===== src/dpbf_pkg.sv =====
// ----------------------------------------------------------------------------
// dpbf_pkg
// Fixed widths, register map, reset values and configuration type.
// ----------------------------------------------------------------------------
`default_nettype none

package dpbf_pkg;

	localparam int DEPTH_W    = 16;
	localparam int COEFF_W    = 32;
	localparam int LIM_W      = 21;
	// limit plus offset, one bit of growth
	localparam int BND_W      = LIM_W + 1;
	localparam int APB_ADDR_W = 5;
	localparam int APB_DATA_W = 32;

	// register index, taken from paddr word address
	typedef enum logic [2:0] {
		REG_COEFF_COL    = 3'd0,
		REG_COEFF_ROW    = 3'd1,
		REG_COEFF_BASE   = 3'd2,
		REG_PLANE_OFFSET = 3'd3,
		REG_LOWER_LIMIT  = 3'd4,
		REG_UPPER_LIMIT  = 3'd5
	} reg_idx_t;

	localparam logic signed [COEFF_W-1:0] RST_COEFF_COL    = 32'sd0;
	localparam logic signed [COEFF_W-1:0] RST_COEFF_ROW    = 32'sd0;
	localparam logic signed [COEFF_W-1:0] RST_COEFF_BASE   = 32'sd268435456;
	localparam logic signed [LIM_W-1:0]   RST_PLANE_OFFSET = 21'sd0;
	localparam logic signed [LIM_W-1:0]   RST_LOWER_LIMIT  = -21'sd300;
	localparam logic signed [LIM_W-1:0]   RST_UPPER_LIMIT  = -21'sd10;

	typedef struct packed {
		logic signed [COEFF_W-1:0] coeff_col;
		logic signed [COEFF_W-1:0] coeff_row;
		logic signed [COEFF_W-1:0] coeff_base;
		logic signed [LIM_W-1:0]   plane_offset;
		logic signed [LIM_W-1:0]   lower_limit;
		logic signed [LIM_W-1:0]   upper_limit;
	} cfg_t;

endpackage

`default_nettype wire


===== src/dpbf_stream_if.sv =====
// ----------------------------------------------------------------------------
// dpbf_stream_if
// Valid/ready pixel channels: input pixel with coordinates, filtered output.
// ----------------------------------------------------------------------------
`default_nettype none

interface dpbf_pix_in_if #(
	parameter int COORD_BITS = 12
);
	logic                         valid;
	logic                         ready;
	logic [dpbf_pkg::DEPTH_W-1:0] depth_in;
	logic [COORD_BITS-1:0]        col;
	logic [COORD_BITS-1:0]        row;

	modport source (output valid, output depth_in, output col, output row, input ready);
	modport sink   (input valid, input depth_in, input col, input row, output ready);
endinterface

interface dpbf_pix_out_if;
	logic                         valid;
	logic                         ready;
	logic [dpbf_pkg::DEPTH_W-1:0] depth_out;
	logic                         inside_band;

	modport source (output valid, output depth_out, output inside_band, input ready);
	modport sink   (input valid, input depth_out, input inside_band, output ready);
endinterface

`default_nettype wire


===== src/dpbf_cfg_regs.sv =====
// ----------------------------------------------------------------------------
// dpbf_cfg_regs
// APB register file holding plane coefficients, offset and band limits.
// ----------------------------------------------------------------------------
`default_nettype none

module dpbf_cfg_regs (
	input  wire logic                              clk,
	input  wire logic                              arst_n,
	input  wire logic                              psel,
	input  wire logic                              penable,
	input  wire logic                              pwrite,
	input  wire logic [dpbf_pkg::APB_ADDR_W-1:0]   paddr,
	input  wire logic [dpbf_pkg::APB_DATA_W-1:0]   pwdata,
	output logic      [dpbf_pkg::APB_DATA_W-1:0]   prdata,
	output logic                                   pready,
	output dpbf_pkg::cfg_t                         cfg
);

	localparam int PAD_W = dpbf_pkg::APB_DATA_W - dpbf_pkg::LIM_W;

	dpbf_pkg::cfg_t   cfg_q;
	dpbf_pkg::reg_idx_t idx;
	logic             wr_en;

	// word index; byte lane bits are ignored
	assign idx    = dpbf_pkg::reg_idx_t'(paddr[dpbf_pkg::APB_ADDR_W-1:2]);
	assign wr_en  = psel && penable && pwrite;
	assign pready = 1'b1;
	assign cfg    = cfg_q;

	// register writes; unmapped indexes are dropped
	always_ff @(posedge clk or negedge arst_n) begin
		if (!arst_n) begin
			cfg_q.coeff_col    <= dpbf_pkg::RST_COEFF_COL;
			cfg_q.coeff_row    <= dpbf_pkg::RST_COEFF_ROW;
			cfg_q.coeff_base   <= dpbf_pkg::RST_COEFF_BASE;
			cfg_q.plane_offset <= dpbf_pkg::RST_PLANE_OFFSET;
			cfg_q.lower_limit  <= dpbf_pkg::RST_LOWER_LIMIT;
			cfg_q.upper_limit  <= dpbf_pkg::RST_UPPER_LIMIT;
		end else if (wr_en) begin
			case (idx)
				dpbf_pkg::REG_COEFF_COL: begin
					cfg_q.coeff_col <= pwdata;
				end
				dpbf_pkg::REG_COEFF_ROW: begin
					cfg_q.coeff_row <= pwdata;
				end
				dpbf_pkg::REG_COEFF_BASE: begin
					cfg_q.coeff_base <= pwdata;
				end
				dpbf_pkg::REG_PLANE_OFFSET: begin
					cfg_q.plane_offset <= pwdata[dpbf_pkg::LIM_W-1:0];
				end
				dpbf_pkg::REG_LOWER_LIMIT: begin
					cfg_q.lower_limit <= pwdata[dpbf_pkg::LIM_W-1:0];
				end
				dpbf_pkg::REG_UPPER_LIMIT: begin
					cfg_q.upper_limit <= pwdata[dpbf_pkg::LIM_W-1:0];
				end
				default: begin
				end
			endcase
		end
	end

	// read mux, narrow registers zero padded
	always_comb begin
		case (idx)
			dpbf_pkg::REG_COEFF_COL:    prdata = cfg_q.coeff_col;
			dpbf_pkg::REG_COEFF_ROW:    prdata = cfg_q.coeff_row;
			dpbf_pkg::REG_COEFF_BASE:   prdata = cfg_q.coeff_base;
			dpbf_pkg::REG_PLANE_OFFSET: prdata = {{PAD_W{1'b0}}, cfg_q.plane_offset};
			dpbf_pkg::REG_LOWER_LIMIT:  prdata = {{PAD_W{1'b0}}, cfg_q.lower_limit};
			dpbf_pkg::REG_UPPER_LIMIT:  prdata = {{PAD_W{1'b0}}, cfg_q.upper_limit};
			default:                    prdata = '0;
		endcase
	end

endmodule

`default_nettype wire


===== src/dpbf_scale.sv =====
// ----------------------------------------------------------------------------
// dpbf_scale
// Stages 1-2: per-pixel scale factor s = cu*col + cv*row + cc in fixed point.
// ----------------------------------------------------------------------------
`default_nettype none

module dpbf_scale #(
	parameter int COORD_BITS = 12,
	parameter int SUM_W      = 46
) (
	input  wire logic                              clk,
	input  wire logic                              arst_n,
	input  wire dpbf_pkg::cfg_t                    cfg,
	input  wire logic                              in_valid,
	output logic                                   in_ready,
	input  wire logic [dpbf_pkg::DEPTH_W-1:0]      in_depth,
	input  wire logic [COORD_BITS-1:0]             in_col,
	input  wire logic [COORD_BITS-1:0]             in_row,
	output logic                                   out_valid,
	input  wire logic                              out_ready,
	output logic      [dpbf_pkg::DEPTH_W-1:0]      out_depth,
	output logic signed [SUM_W-1:0]                out_scale
);

	// signed coefficient times non-negative coordinate
	localparam int PRODC_W = dpbf_pkg::COEFF_W + COORD_BITS + 1;

	logic                           valid_s1, valid_s2;
	logic                           ready_s1, ready_s2;
	logic signed [PRODC_W-1:0]      prod_col_s1, prod_row_s1;
	logic [dpbf_pkg::DEPTH_W-1:0]   depth_s1, depth_s2;
	logic signed [SUM_W-1:0]        scale_s2;

	// per-stage ready lets bubbles collapse under backpressure
	assign ready_s2 = !valid_s2 || out_ready;
	assign ready_s1 = !valid_s1 || ready_s2;
	assign in_ready = ready_s1;

	always_ff @(posedge clk or negedge arst_n) begin
		if (!arst_n) begin
			valid_s1 <= 1'b0;
			valid_s2 <= 1'b0;
		end else begin
			if (ready_s1) valid_s1 <= in_valid;
			if (ready_s2) valid_s2 <= valid_s1;
		end
	end

	// stage 1: coordinate products
	always_ff @(posedge clk) begin
		if (ready_s1 && in_valid) begin
			prod_col_s1 <= cfg.coeff_col * $signed({1'b0, in_col});
			prod_row_s1 <= cfg.coeff_row * $signed({1'b0, in_row});
			depth_s1    <= in_depth;
		end
	end

	// stage 2: three-term sum
	always_ff @(posedge clk) begin
		if (ready_s2 && valid_s1) begin
			scale_s2 <= SUM_W'(prod_col_s1) + SUM_W'(prod_row_s1) + SUM_W'(cfg.coeff_base);
			depth_s2 <= depth_s1;
		end
	end

	assign out_valid = valid_s2;
	assign out_depth = depth_s2;
	assign out_scale = scale_s2;

endmodule

`default_nettype wire


===== src/dpbf_product.sv =====
// ----------------------------------------------------------------------------
// dpbf_product
// Stages 3-4: exact depth*scale product from two half-width multiplies,
// plus the offset-shifted band edges.
// ----------------------------------------------------------------------------
`default_nettype none

module dpbf_product #(
	parameter int SUM_W  = 46,
	parameter int PROD_W = 62
) (
	input  wire logic                              clk,
	input  wire logic                              arst_n,
	input  wire dpbf_pkg::cfg_t                    cfg,
	input  wire logic                              in_valid,
	output logic                                   in_ready,
	input  wire logic [dpbf_pkg::DEPTH_W-1:0]      in_depth,
	input  wire logic signed [SUM_W-1:0]           in_scale,
	output logic                                   out_valid,
	input  wire logic                              out_ready,
	output logic      [dpbf_pkg::DEPTH_W-1:0]      out_depth,
	output logic signed [PROD_W-1:0]               out_prod,
	output logic signed [dpbf_pkg::BND_W-1:0]      out_lo_bnd,
	output logic signed [dpbf_pkg::BND_W-1:0]      out_hi_bnd
);

	localparam int LO_W  = SUM_W / 2;
	localparam int HI_W  = SUM_W - LO_W;
	localparam int PLO_W = dpbf_pkg::DEPTH_W + LO_W;
	localparam int PHI_W = dpbf_pkg::DEPTH_W + 1 + HI_W;

	localparam int BW = dpbf_pkg::BND_W;

	logic                           valid_s3, valid_s4;
	logic                           ready_s3, ready_s4;
	logic [PLO_W-1:0]               plo_s3;
	logic signed [PHI_W-1:0]        phi_s3;
	logic [dpbf_pkg::DEPTH_W-1:0]   depth_s3, depth_s4;
	logic signed [PROD_W-1:0]       prod_s4;
	logic signed [BW-1:0]           lo_bnd_s4, hi_bnd_s4;

	assign ready_s4 = !valid_s4 || out_ready;
	assign ready_s3 = !valid_s3 || ready_s4;
	assign in_ready = ready_s3;

	always_ff @(posedge clk or negedge arst_n) begin
		if (!arst_n) begin
			valid_s3 <= 1'b0;
			valid_s4 <= 1'b0;
		end else begin
			if (ready_s3) valid_s3 <= in_valid;
			if (ready_s4) valid_s4 <= valid_s3;
		end
	end

	// stage 3: depth times low (unsigned) and high (signed) halves of scale
	always_ff @(posedge clk) begin
		if (ready_s3 && in_valid) begin
			plo_s3   <= in_depth * in_scale[LO_W-1:0];
			phi_s3   <= $signed({1'b0, in_depth}) * $signed(in_scale[SUM_W-1:LO_W]);
			depth_s3 <= in_depth;
		end
	end

	// stage 4: recombine partial products; band edges moved by the offset
	always_ff @(posedge clk) begin
		if (ready_s4 && valid_s3) begin
			prod_s4   <= (PROD_W'(phi_s3) <<< LO_W) + PROD_W'(plo_s3);
			lo_bnd_s4 <= BW'(cfg.lower_limit) + BW'(cfg.plane_offset);
			hi_bnd_s4 <= BW'(cfg.upper_limit) + BW'(cfg.plane_offset);
			depth_s4  <= depth_s3;
		end
	end

	assign out_valid  = valid_s4;
	assign out_depth  = depth_s4;
	assign out_prod   = prod_s4;
	assign out_lo_bnd = lo_bnd_s4;
	assign out_hi_bnd = hi_bnd_s4;

endmodule

`default_nettype wire


===== src/dpbf_band_cmp.sv =====
// ----------------------------------------------------------------------------
// dpbf_band_cmp
// Stage 5: exact band test on scaled integers; output register.
// ----------------------------------------------------------------------------
`default_nettype none

module dpbf_band_cmp #(
	parameter int PROD_W          = 62,
	parameter int COEFF_FRAC_BITS = 28
) (
	input  wire logic                              clk,
	input  wire logic                              arst_n,
	input  wire logic                              in_valid,
	output logic                                   in_ready,
	input  wire logic [dpbf_pkg::DEPTH_W-1:0]      in_depth,
	input  wire logic signed [PROD_W-1:0]          in_prod,
	input  wire logic signed [dpbf_pkg::BND_W-1:0] in_lo_bnd,
	input  wire logic signed [dpbf_pkg::BND_W-1:0] in_hi_bnd,
	output logic                                   out_valid,
	input  wire logic                              out_ready,
	output logic      [dpbf_pkg::DEPTH_W-1:0]      out_depth,
	output logic                                   out_inside
);

	localparam int EDGE_W = dpbf_pkg::BND_W + COEFF_FRAC_BITS;
	localparam int CMP_W  = (PROD_W > EDGE_W) ? PROD_W : EDGE_W;

	logic                           valid_s5, ready_s5;
	logic [dpbf_pkg::DEPTH_W-1:0]   depth_s5;
	logic                           inside_s5;
	logic signed [CMP_W-1:0]        prod_x, edge_lo, edge_hi;
	logic                           band_hit;

	// height*2^F + offset*2^F compared against limit edges in the same scale
	assign prod_x   = CMP_W'(in_prod);
	assign edge_lo  = CMP_W'(in_lo_bnd) <<< COEFF_FRAC_BITS;
	assign edge_hi  = CMP_W'(in_hi_bnd) <<< COEFF_FRAC_BITS;
	assign band_hit = (prod_x >= edge_lo) && (prod_x <= edge_hi);

	assign ready_s5 = !valid_s5 || out_ready;
	assign in_ready = ready_s5;

	always_ff @(posedge clk or negedge arst_n) begin
		if (!arst_n) begin
			valid_s5 <= 1'b0;
		end else if (ready_s5) begin
			valid_s5 <= in_valid;
		end
	end

	// zero depth passes as zero regardless of the test
	always_ff @(posedge clk) begin
		if (ready_s5 && in_valid) begin
			inside_s5 <= band_hit;
			depth_s5  <= band_hit ? in_depth : '0;
		end
	end

	assign out_valid  = valid_s5;
	assign out_depth  = depth_s5;
	assign out_inside = inside_s5;

endmodule

`default_nettype wire


===== src/depth_plane_band_filter_top.sv =====
// ----------------------------------------------------------------------------
// depth_plane_band_filter_top
// Keeps depth pixels whose height above a configured plane lies in a band.
// ----------------------------------------------------------------------------
// One pixel is taken per clock while the output is not stalled, and each
// pixel yields exactly one result. From input transaction to output valid
// the stages form the scale factor (coordinate multiplies, then the
// three-term sum), then the exact depth*scale product (split multiply, then
// recombine), then register the band compare. The rate is set by this fully
// pipelined datapath; each stage holds independently under backpressure, so
// empty stages still fill while a result waits. The test is exact on scaled
// integers (lower <= depth*s/2^F - offset <= upper), with no rounding or
// saturation. Registers sit on an APB port at byte address 4*index and must
// be written only while no pixel is in flight. There is no clearing pass.
// ----------------------------------------------------------------------------
`default_nettype none

module depth_plane_band_filter_top #(
	parameter int COORD_BITS      = 12,
	parameter int COEFF_FRAC_BITS = 28
) (
	input  wire logic                              clk,
	input  wire logic                              arst_n,
	dpbf_pix_in_if.sink                            pix_in,
	dpbf_pix_out_if.source                         pix_out,
	input  wire logic                              psel,
	input  wire logic                              penable,
	input  wire logic                              pwrite,
	input  wire logic [dpbf_pkg::APB_ADDR_W-1:0]   paddr,
	input  wire logic [dpbf_pkg::APB_DATA_W-1:0]   pwdata,
	output logic      [dpbf_pkg::APB_DATA_W-1:0]   prdata,
	output logic                                   pready
);

	localparam int SUM_W  = dpbf_pkg::COEFF_W + COORD_BITS + 2;
	localparam int PROD_W = SUM_W + dpbf_pkg::DEPTH_W;

	dpbf_pkg::cfg_t                 cfg;

	logic                           sc_valid, sc_ready;
	logic [dpbf_pkg::DEPTH_W-1:0]   sc_depth;
	logic signed [SUM_W-1:0]        sc_scale;

	logic                           pr_valid, pr_ready;
	logic [dpbf_pkg::DEPTH_W-1:0]   pr_depth;
	logic signed [PROD_W-1:0]       pr_prod;
	logic signed [dpbf_pkg::BND_W-1:0] pr_lo_bnd, pr_hi_bnd;

	// configuration registers
	dpbf_cfg_regs u_cfg (
		.clk     (clk),
		.arst_n  (arst_n),
		.psel    (psel),
		.penable (penable),
		.pwrite  (pwrite),
		.paddr   (paddr),
		.pwdata  (pwdata),
		.prdata  (prdata),
		.pready  (pready),
		.cfg     (cfg)
	);

	// scale factor stages
	dpbf_scale #(
		.COORD_BITS (COORD_BITS),
		.SUM_W      (SUM_W)
	) u_scale (
		.clk       (clk),
		.arst_n    (arst_n),
		.cfg       (cfg),
		.in_valid  (pix_in.valid),
		.in_ready  (pix_in.ready),
		.in_depth  (pix_in.depth_in),
		.in_col    (pix_in.col),
		.in_row    (pix_in.row),
		.out_valid (sc_valid),
		.out_ready (sc_ready),
		.out_depth (sc_depth),
		.out_scale (sc_scale)
	);

	// depth product stages
	dpbf_product #(
		.SUM_W  (SUM_W),
		.PROD_W (PROD_W)
	) u_prod (
		.clk        (clk),
		.arst_n     (arst_n),
		.cfg        (cfg),
		.in_valid   (sc_valid),
		.in_ready   (sc_ready),
		.in_depth   (sc_depth),
		.in_scale   (sc_scale),
		.out_valid  (pr_valid),
		.out_ready  (pr_ready),
		.out_depth  (pr_depth),
		.out_prod   (pr_prod),
		.out_lo_bnd (pr_lo_bnd),
		.out_hi_bnd (pr_hi_bnd)
	);

	// band compare and output register
	dpbf_band_cmp #(
		.PROD_W          (PROD_W),
		.COEFF_FRAC_BITS (COEFF_FRAC_BITS)
	) u_cmp (
		.clk        (clk),
		.arst_n     (arst_n),
		.in_valid   (pr_valid),
		.in_ready   (pr_ready),
		.in_depth   (pr_depth),
		.in_prod    (pr_prod),
		.in_lo_bnd  (pr_lo_bnd),
		.in_hi_bnd  (pr_hi_bnd),
		.out_valid  (pix_out.valid),
		.out_ready  (pix_out.ready),
		.out_depth  (pix_out.depth_out),
		.out_inside (pix_out.inside_band)
	);

endmodule

`default_nettype wire


===== src/flat_wrapper.sv =====
// flat-port wrapper written by rule: the top's interface ports become plain ports
module depth_plane_band_filter_top_flat 
#(
	parameter int COORD_BITS      = 12,
	parameter int COEFF_FRAC_BITS = 28
)
  (clk, arst_n, psel, penable, pwrite, paddr, pwdata, prdata, pready, pix_in_valid, pix_in_depth_in, pix_in_col, pix_in_row, pix_in_ready, pix_out_valid, pix_out_depth_out, pix_out_inside_band, pix_out_ready);
  dpbf_pix_in_if #(.COORD_BITS(COORD_BITS)) pix_in_i ();
  dpbf_pix_out_if pix_out_i ();
  input  wire logic clk;
  input  wire logic arst_n;
  input  wire logic psel;
  input  wire logic penable;
  input  wire logic pwrite;
  input  wire logic [dpbf_pkg::APB_ADDR_W-1:0] paddr;
  input  wire logic [dpbf_pkg::APB_DATA_W-1:0] pwdata;
  output logic      [dpbf_pkg::APB_DATA_W-1:0] prdata;
  output logic pready;
  input wire logic [$bits(pix_in_i.valid)-1:0] pix_in_valid;
  input wire logic [$bits(pix_in_i.depth_in)-1:0] pix_in_depth_in;
  input wire logic [$bits(pix_in_i.col)-1:0] pix_in_col;
  input wire logic [$bits(pix_in_i.row)-1:0] pix_in_row;
  output wire logic [$bits(pix_in_i.ready)-1:0] pix_in_ready;
  output wire logic [$bits(pix_out_i.valid)-1:0] pix_out_valid;
  output wire logic [$bits(pix_out_i.depth_out)-1:0] pix_out_depth_out;
  output wire logic [$bits(pix_out_i.inside_band)-1:0] pix_out_inside_band;
  input wire logic [$bits(pix_out_i.ready)-1:0] pix_out_ready;
  assign pix_in_i.valid = pix_in_valid;
  assign pix_in_i.depth_in = pix_in_depth_in;
  assign pix_in_i.col = pix_in_col;
  assign pix_in_i.row = pix_in_row;
  assign pix_in_ready = pix_in_i.ready;
  assign pix_out_valid = pix_out_i.valid;
  assign pix_out_depth_out = pix_out_i.depth_out;
  assign pix_out_inside_band = pix_out_i.inside_band;
  assign pix_out_i.ready = pix_out_ready;
  depth_plane_band_filter_top #(.COORD_BITS(COORD_BITS), .COEFF_FRAC_BITS(COEFF_FRAC_BITS)) u_core (.clk(clk), .arst_n(arst_n), .pix_in(pix_in_i), .pix_out(pix_out_i), .psel(psel), .penable(penable), .pwrite(pwrite), .paddr(paddr), .pwdata(pwdata), .prdata(prdata), .pready(pready));
endmodule

===== config.mk =====
export PLATFORM = sky130hd
export DESIGN_NAME = depth_plane_band_filter_top_flat
export DESIGN_NICKNAME = d
export VERILOG_FILES = /design/src/dpbf_pkg.sv /design/src/dpbf_stream_if.sv /design/src/dpbf_cfg_regs.sv /design/src/dpbf_scale.sv /design/src/dpbf_product.sv /design/src/dpbf_band_cmp.sv /design/src/depth_plane_band_filter_top.sv /design/src/flat_wrapper.sv
export SDC_FILE = /design/constraint.sdc
export NUM_CORES = 2
export LEC_CHECK = 0
export ABC_AREA = 1
export BUFFER_PORTS_ARGS = -buffer_cell sky130_fd_sc_hd__buf_4
export CAP_MARGIN = 20
export CORE_MARGIN = 2
export CORE_UTILIZATION = 45
export CTS_CLUSTER_SIZE = 30
export DETAILED_ROUTE_END_ITERATION = 12
export PLACE_DENSITY = 0.58
export SYNTH_ARGS = -nofsm -noshare
export SYNTH_HDL_FRONTEND = slang
export SYNTH_HIERARCHICAL = 1
export SYNTH_SLANG_ARGS = --single-unit

===== constraint.sdc =====
create_clock -name clk -period 10.7 [get_ports clk]
set_input_delay 0.535 -clock clk [delete_from_list [all_inputs] [get_ports clk]]
set_output_delay 0.535 -clock clk [all_outputs]
set_load 0.02 [all_outputs]

---- Word-level counts from Yosys, hierarchy flattened ----
Cells that the tools add are included.
cells by class
  add/sub/neg operators ................... 5
  multipliers ............................. 4
  div/mod/pow operators ................... 0
  $lt $le $gt $ge ......................... 2
  equality and inequality tests ........... 5
  shift operators ......................... 0
  muxes and demuxes ....................... 1
  bitwise operators ....................... 0
  reductions and logical operators ........ 25
operator list
  kind                                                  number
  one-hot mux 32 bit (6 select lines)                   1
  multiplier 32 x 13 -> 45 bit                          2
  adder 62 x 39 -> 62 bit                               1
  greater-or-equal comparator 62 x 50 -> 1 bit          1
  <= comparator 62 x 50 -> 1 bit                        1
  adder 45 x 45 -> 46 bit                               1
  adder 46 x 32 -> 46 bit                               1
  adder 21 x 21 -> 22 bit                               2
  multiplier 16 x 23 -> 39 bit                          1
  multiplier 17 x 23 -> 39 bit                          1
  AND reduction 2 bit                                   6
  logical AND 1 bit                                     8
  equality test 3 x 2 -> 1 bit (second input constant)  2
  equality test 3 bit (second input constant)           2
  logical NOT 1 bit                                     5
  logical OR 1 bit                                      5
  equality test 3 x 1 -> 1 bit (second input constant)  1
  logical NOT 3 bit                                     1
storage, ports and cells
  register bits after elaboration ......... 565
  bits in latches ......................... 0
  RAM bits ................................ 0
  ROM bits ................................ 0
  input port bits ......................... 84
  output and inout port bits .............. 52
  word-level logic and storage cells ...... 67
  memories ................................ 0

---- Longest topological paths before layout ----
  depth after elaboration ................. 7
  gate-level depth with buffers ........... 30
  depth with buffers taken out ............ 28

---- By module ----
The synthesis kept the hierarchy.
by module, submodules not included
  module         instances  cells an instance  area each (µm²)
  dpbf_scale     1          5,432              39,660.5
  dpbf_product   1          4,752              37,866.3
  dpbf_cfg_regs  1          966                7,621.1
  dpbf_band_cmp  1          394                2,785.2

---- Worst setup path after synthesis ----
No wires, ideal clock.
  path kind ............................... input to register
  start ................................... input port pix_out_ready
  end ..................................... register u_core.u_prod.depth_s4, in the netlist u_core/u_prod/out_depth[0] (enable)
  library setup time ...................... 0.643 ns
  arrival time ............................ 6.569 ns
  data required time ...................... 10.057 ns
  path slack .............................. 3.488 ns
  stages on the path ...................... 4
  buffers on the path ..................... 0
  cells stage by stage .................... inv_1 > nand2_1 > inv_1 > a21oi_1
on the way
  cells in the longest elaborated chain, start to end .. 3
ends and longest elaborated chain
  what                  line                               source
  from (decl)           flat_wrapper.sv:27                 input wire logic [$bits(pix_out_i.ready)-1:0] pix_out_ready;
  logical OR 1 bit      dpbf_band_cmp.sv:40                assign ready_s5 = !valid_s5 || out_ready;
  net u_core.pr_ready   depth_plane_band_filter_top.sv:44  logic pr_valid, pr_ready;
  logical OR 1 bit      dpbf_product.sv:42                 assign ready_s4 = !valid_s4 || out_ready;
  logical AND 1 bit     dpbf_product.sv:67                 if (ready_s4 && valid_s3) begin
  to (signal assigned)  dpbf_product.sv:71                 depth_s4 <= depth_s3;
  to (decl)             dpbf_product.sv:38                 logic [dpbf_pkg::DEPTH_W-1:0] depth_s3, depth_s4;
The timed path passes the listed nets, and every way through them passes these cells.
A chain may end at the register's enable or synchronous reset.

---- Final worst setup path ----
  start ................................... register u_core.u_scale.depth_s2, in the netlist u_core/u_scale/out_depth[5]
  end ..................................... register u_core.u_prod.phi_s3[31] (data pin)
on the way
  cells in the longest elaborated chain, start to end .. 1
ends and longest elaborated chain
  what                          line                source
  from (decl)                   dpbf_scale.sv:31    logic [dpbf_pkg::DEPTH_W-1:0] depth_s1, depth_s2;
  from (signal assigned)        dpbf_scale.sv:62    depth_s2 <= depth_s1;
  multiplier 17 x 23 -> 39 bit  dpbf_product.sv:60  phi_s3 <= $signed({1'b0, in_depth}) * $signed(in_scale[SUM_W-1:LO_W]);
  to (signal assigned)          dpbf_product.sv:60
  to (decl)                     dpbf_product.sv:37  logic signed [PHI_W-1:0] phi_s3;
Every way passes these cells.

==> insert_results.sql <==
INSERT INTO impl_metrics (metric_group, metric, value, unit) VALUES
('outcome', 'run_status', 'finished clean', ''),
('drt', 'post_drt_antenna_nets', '0', ''),
('die', 'floorplan.io_pins', '136', ''),
('synthesis', 'post_synth.cell_area_avg', '7.62', 'sq um'),
('synthesis', 'syn_area', '87900', 'sq um'),
('final_layout', 'drive_gt1_share', '4.08', '%'),
('drt', 'iteration_count_of_the_initial_detailed_routing_pass', '8', ''),
('placed_design', 'estimated_wirelength_of_the_detail_placed_design', '220', 'mm'),
('sta', 'finalSetupViolations', '0', ''),
('final_layout', 'most-common-layout-cells', 'sky130_fd_sc_hd__nand2_1, sky130_fd_sc_hd__inv_1, sky130_fd_sc_hd__fa_1', ''),
('synthesis', 'ys.flop_type', 'sky130_fd_sc_hd__edfxtp_1', ''),
('setup_path', 'r2r_start', 'u_core/u_scale/out_depth[5]$_DFFE_PP_', ''),
('worst_hold_path', 'worst_hold_path.num_cells', '1', ''),
('grt', 'first_global_vias', '72065', ''),
('drt', 'route.detailed.vias_per_inst', '5.04', ''),
('final_layout', 'area_delta_synth_final', '6.58', '%'),
('final_layout', 'final_nets', '13487', ''),
('worst_hold_path', 'worstHoldEndpoint', 'u_core/u_scale/depth_s1[2]$_DFFE_PP_', ''),
('clock_network', 'cts_root_buffer', 'sky130_fd_sc_hd__clkbuf_16', ''),
('setup_path', 'critical_path_class', 'reg -> reg', ''),
('drt', 'route.vias.total', '70775', ''),
('grt', 'antenna_violations_before_repair', '1', ''),
('final_layout', 'layout.cells.most_common', 'sky130_fd_sc_hd__nand2_1', ''),
('sta', 'min_period_over_period', '61.7', '%'),
('setup_path', 'critPathMaxFanout', '47', ''),
('drt', 'route.detailed.wl_per_inst', '19.4', 'um'),
('worst_hold_path', 'hold_class', 'in -> reg', ''),
('synthesis', 'postSynthNetCount', '13578', ''),
('clock_network', 'insertion_delay', '710', 'ps'),
('drt', 'drc_errors', '0', ''),
('synthesis', 'synth_seq_cells', '565', ''),
('setup_path', 'ff_to_ff_setup_slack', '4090', 'ps'),
('sta', 'fmaxAchievable', '0.151', 'GHz'),
('synthesis', 'synth_cells', '11544', ''),
('clock_network', 'cts-buffers-inserted', '70', ''),
('clock_network', 'cts_resized', '0', ''),
('sta', 'worst_slew_margin_relative_to_its_limit', '24.9', '%'),
('die', 'rows', '162', ''),
('sta', 'setup_ws', '4090', 'ps'),
('sta', 'finalHoldViolations', '0', ''),
('synthesis', 'synth-async-reset-ratio', '29.0', '%'),
('sta', 'post-route-min-period', '6610', 'ps'),
('sta', 'fin_tns_setup', '0', 'ps'),
('grt', 'grt_pass1_wl', '424', 'mm'),
('grt', 'grt_use_total', '27.9', '%'),
('clock_network', 'tritoncts', 'built', ''),
('setup_path', 'critPathArrivalTime', '6990', 'ps'),
('grt', 'pin_count_of_the_biggest_net_entering_global_routing', '108', ''),
('sta', 'skew', '77.3', 'ps'),
('sta', 'worst_pin_slew', '1130', 'ps'),
('setup_path', 'crit_required', '11080', 'ps'),
('synthesis', 'synth_seq_area_share', '18.4', '%'),
('die', 'die_height', '446', 'um'),
('clock_network', 'numClockSinks', '565', ''),
('run', 'timing.max_cap.violations', '0', ''),
('clock_network', 'clockBufferDepth', '3', ''),
('clock_network', 'h_tree_lvl_count', '3', ''),
('placed_design', 'place.port_buffers', '132', ''),
('die', 'core_area', '195000', 'sq um'),
('setup_path', 'worst_r2r_path_depth', '19', ''),
('synthesis', 'synth_cell_type_count', '52', ''),
('clock_network', 'cts_post_setup_buffers_inserted', '0', ''),
('die', 'die_area', '199000', 'sq um'),
('sta', 'timing_max_transition_violations_final', '0', ''),
('drt', 'first_iter_violations', '5510', ''),
('sta', 'unrepaired_setup_endpoints_after_global_routing', 'no', ''),
('die', 'die_w', '446', 'um'),
('setup_path', 'setup.worst_path.start_class', 'register', ''),
('setup_path', 'cp-end-kind', 'register', ''),
('clock_network', 'clkSlewWorstSetupHoldPaths', '70', 'ps'),
('synthesis', 'ys_warnings', '6', ''),
('placed_design', 'dpl_worst_slack', '4140', 'ps'),
('setup_path', 'regToRegEndpoint', 'u_core/u_prod/phi_s3[31]$_DFFE_PP_', ''),
('worst_hold_path', 'min_from', 'pix_in_depth_in[2]', ''),
('placed_design', 'routabilityCongestion', '0.967', ''),
('synthesis', 'post_synth_edffs', '401', ''),
('drt', 'finalWirelength', '273', 'mm'),
('grt', 'overflow', '0', ''),
('die', 'initial_util', '45.2', '%');
layer usage:
metal  routed length (um)  vias up  global-route usage, %
li1                     -    33328                      -
met1               115000    34826                   36.9
met2               130000     2189                   46.6
met3                14600      432                   2.49
met4                13300        0                   12.3
met5                    0        -                      0
metrics by stage:
stage | cells | util [%] | instance area [sq um] | hold WS [ps]
after CTS | 14049 | 48.1 | 93700 | 1.34
after global routing | 14051 | 48.2 | 93700 | 22.4
after global placement | 13907 | 46.9 | 91200 | 400
after floorplan | 11544 | - | 87900 | 239
after detailed placement | 13909 | 46.9 | 91200 | 405
final | 14053 | 48.2 | 93700 | 41.7
repair_timing:
item	in CTS	in global routing
hold buffers	12	1
endpoints found under the hold margin	12	10
setup endpoints to repair	0	0
flip-flops by register name (all words and copies together), names as in the netlist, 22 cells and up:
| signal | cells |
|---|---|
| u_core/u_cfg/cfg | 159 |
| u_core/u_prod/out_prod | 62 |
| u_core/u_scale/out_scale | 46 |
| u_core/u_scale/prod_col_s1 | 45 |
| u_core/u_scale/prod_row_s1 | 45 |
| u_core/u_prod/phi_s3 | 39 |
| u_core/u_prod/plo_s3 | 39 |
| u_core/u_prod/out_hi_bnd | 22 |
| u_core/u_prod/out_lo_bnd | 22 |
cells by family after synthesis:
group / after synthesis / synth area share, %
AND/OR/NAND/NOR: 4730 / 21.6
flip-flops: 565 / 18.4
adder cells (fa/ha/maj): 1950 / 39.5
AO/OA/AOI/OAI: 560 / 3.47
buffers and inverters: 3571 / 15.3
XOR/XNOR: 167 / 1.66
other: 1 / 0.00426
area by class of cell:
class,instances,area [sq um]
Multi-Input combinational cell,7408,58300
Antenna cell,2,5.00
Timing Repair Buffer,218,1690
Fill cell,19504,101000
Sequential cell,565,16200
Tap cell,2542,3180
Clock inverter,46,556
Inverter,3190,12000
Clock buffer,82,1820
how the worst max path moves through the flow:
| stage | startpoint | slack (ps) | depth (start not counted) | to |
|---|---|---|---|---|
| after floorplan | pix_out_ready | 3490 | 4 | u_core/u_prod/out_depth[0]$_DFFE_PP_ |
| final | u_core/u_scale/out_depth[5]$_DFFE_PP_ | 4090 | 19 | u_core/u_prod/phi_s3[31]$_DFFE_PP_ |
| after global placement | u_core/u_scale/out_depth[5]$_DFFE_PP_ | 4190 | 24 | u_core/u_prod/phi_s3[38]$_DFFE_PP_ |
| after detailed placement | u_core/u_scale/out_depth[5]$_DFFE_PP_ | 4140 | 19 | u_core/u_prod/phi_s3[31]$_DFFE_PP_ |
| after global routing | u_core/u_scale/out_depth[14]$_DFFE_PP_ | 3790 | 22 | u_core/u_prod/phi_s3[33]$_DFFE_PP_ |
| after CTS | u_core/u_scale/out_depth[5]$_DFFE_PP_ | 4090 | 19 | u_core/u_prod/phi_s3[31]$_DFFE_PP_ |
worst max-delay path, stage by stage (launching register included):
cell                       delay (ps)
sky130_fd_sc_hd__edfxtp_1         320
sky130_fd_sc_hd__buf_4            590
sky130_fd_sc_hd__nand2_1          190
sky130_fd_sc_hd__inv_1            180
sky130_fd_sc_hd__fa_1             450
sky130_fd_sc_hd__fa_1             860
sky130_fd_sc_hd__fa_1             540
sky130_fd_sc_hd__fa_1             540
sky130_fd_sc_hd__inv_1             50
sky130_fd_sc_hd__fa_1             480
sky130_fd_sc_hd__inv_1             50
sky130_fd_sc_hd__fa_1             520
sky130_fd_sc_hd__ha_1             430
sky130_fd_sc_hd__a21oi_1          230
sky130_fd_sc_hd__a21boi_0         310
sky130_fd_sc_hd__o21ai_0          160
sky130_fd_sc_hd__a21oi_1          170
sky130_fd_sc_hd__nand2_1           70
sky130_fd_sc_hd__nand2_1           50
sky130_fd_sc_hd__nand2_1           70
synth_stat cells, types with 8 or more instances:
master,instances,area [sq um]
sky130_fd_sc_hd__a21o_1,11,82.6
sky130_fd_sc_hd__nor2_1,489,1840
sky130_fd_sc_hd__dfrtp_1,128,3200
sky130_fd_sc_hd__o21a_1,10,75.1
sky130_fd_sc_hd__inv_1,3178,11900
sky130_fd_sc_hd__nand2_1,3656,13700
sky130_fd_sc_hd__xnor2_1,39,342
sky130_fd_sc_hd__nor4_1,8,50.1
sky130_fd_sc_hd__buf_1,58,218
sky130_fd_sc_hd__nor2_4,14,158
sky130_fd_sc_hd__o21ai_1,148,741
sky130_fd_sc_hd__edfxtp_1,401,12000
sky130_fd_sc_hd__xor2_1,128,1120
sky130_fd_sc_hd__clkbuf_1,284,1070
sky130_fd_sc_hd__ha_1,575,7190
sky130_fd_sc_hd__o21ai_0,90,450
sky130_fd_sc_hd__o21bai_1,25,188
sky130_fd_sc_hd__nor3_1,35,175
sky130_fd_sc_hd__nand3_1,303,1520
sky130_fd_sc_hd__inv_2,12,45.0
sky130_fd_sc_hd__nand4_1,134,838
sky130_fd_sc_hd__nand3b_1,13,97.6
sky130_fd_sc_hd__dfstp_2,36,946
sky130_fd_sc_hd__nor2_2,20,125
sky130_fd_sc_hd__buf_2,31,155
sky130_fd_sc_hd__a21oi_1,247,1240
sky130_fd_sc_hd__fa_1,1375,27500
sky130_fd_sc_hd__nand3_2,14,140
sky130_fd_sc_hd__nand2_2,19,119
Power is not shown: default switching activity piles up to over one toggle a cycle in this logic, so the estimate is an artifact.
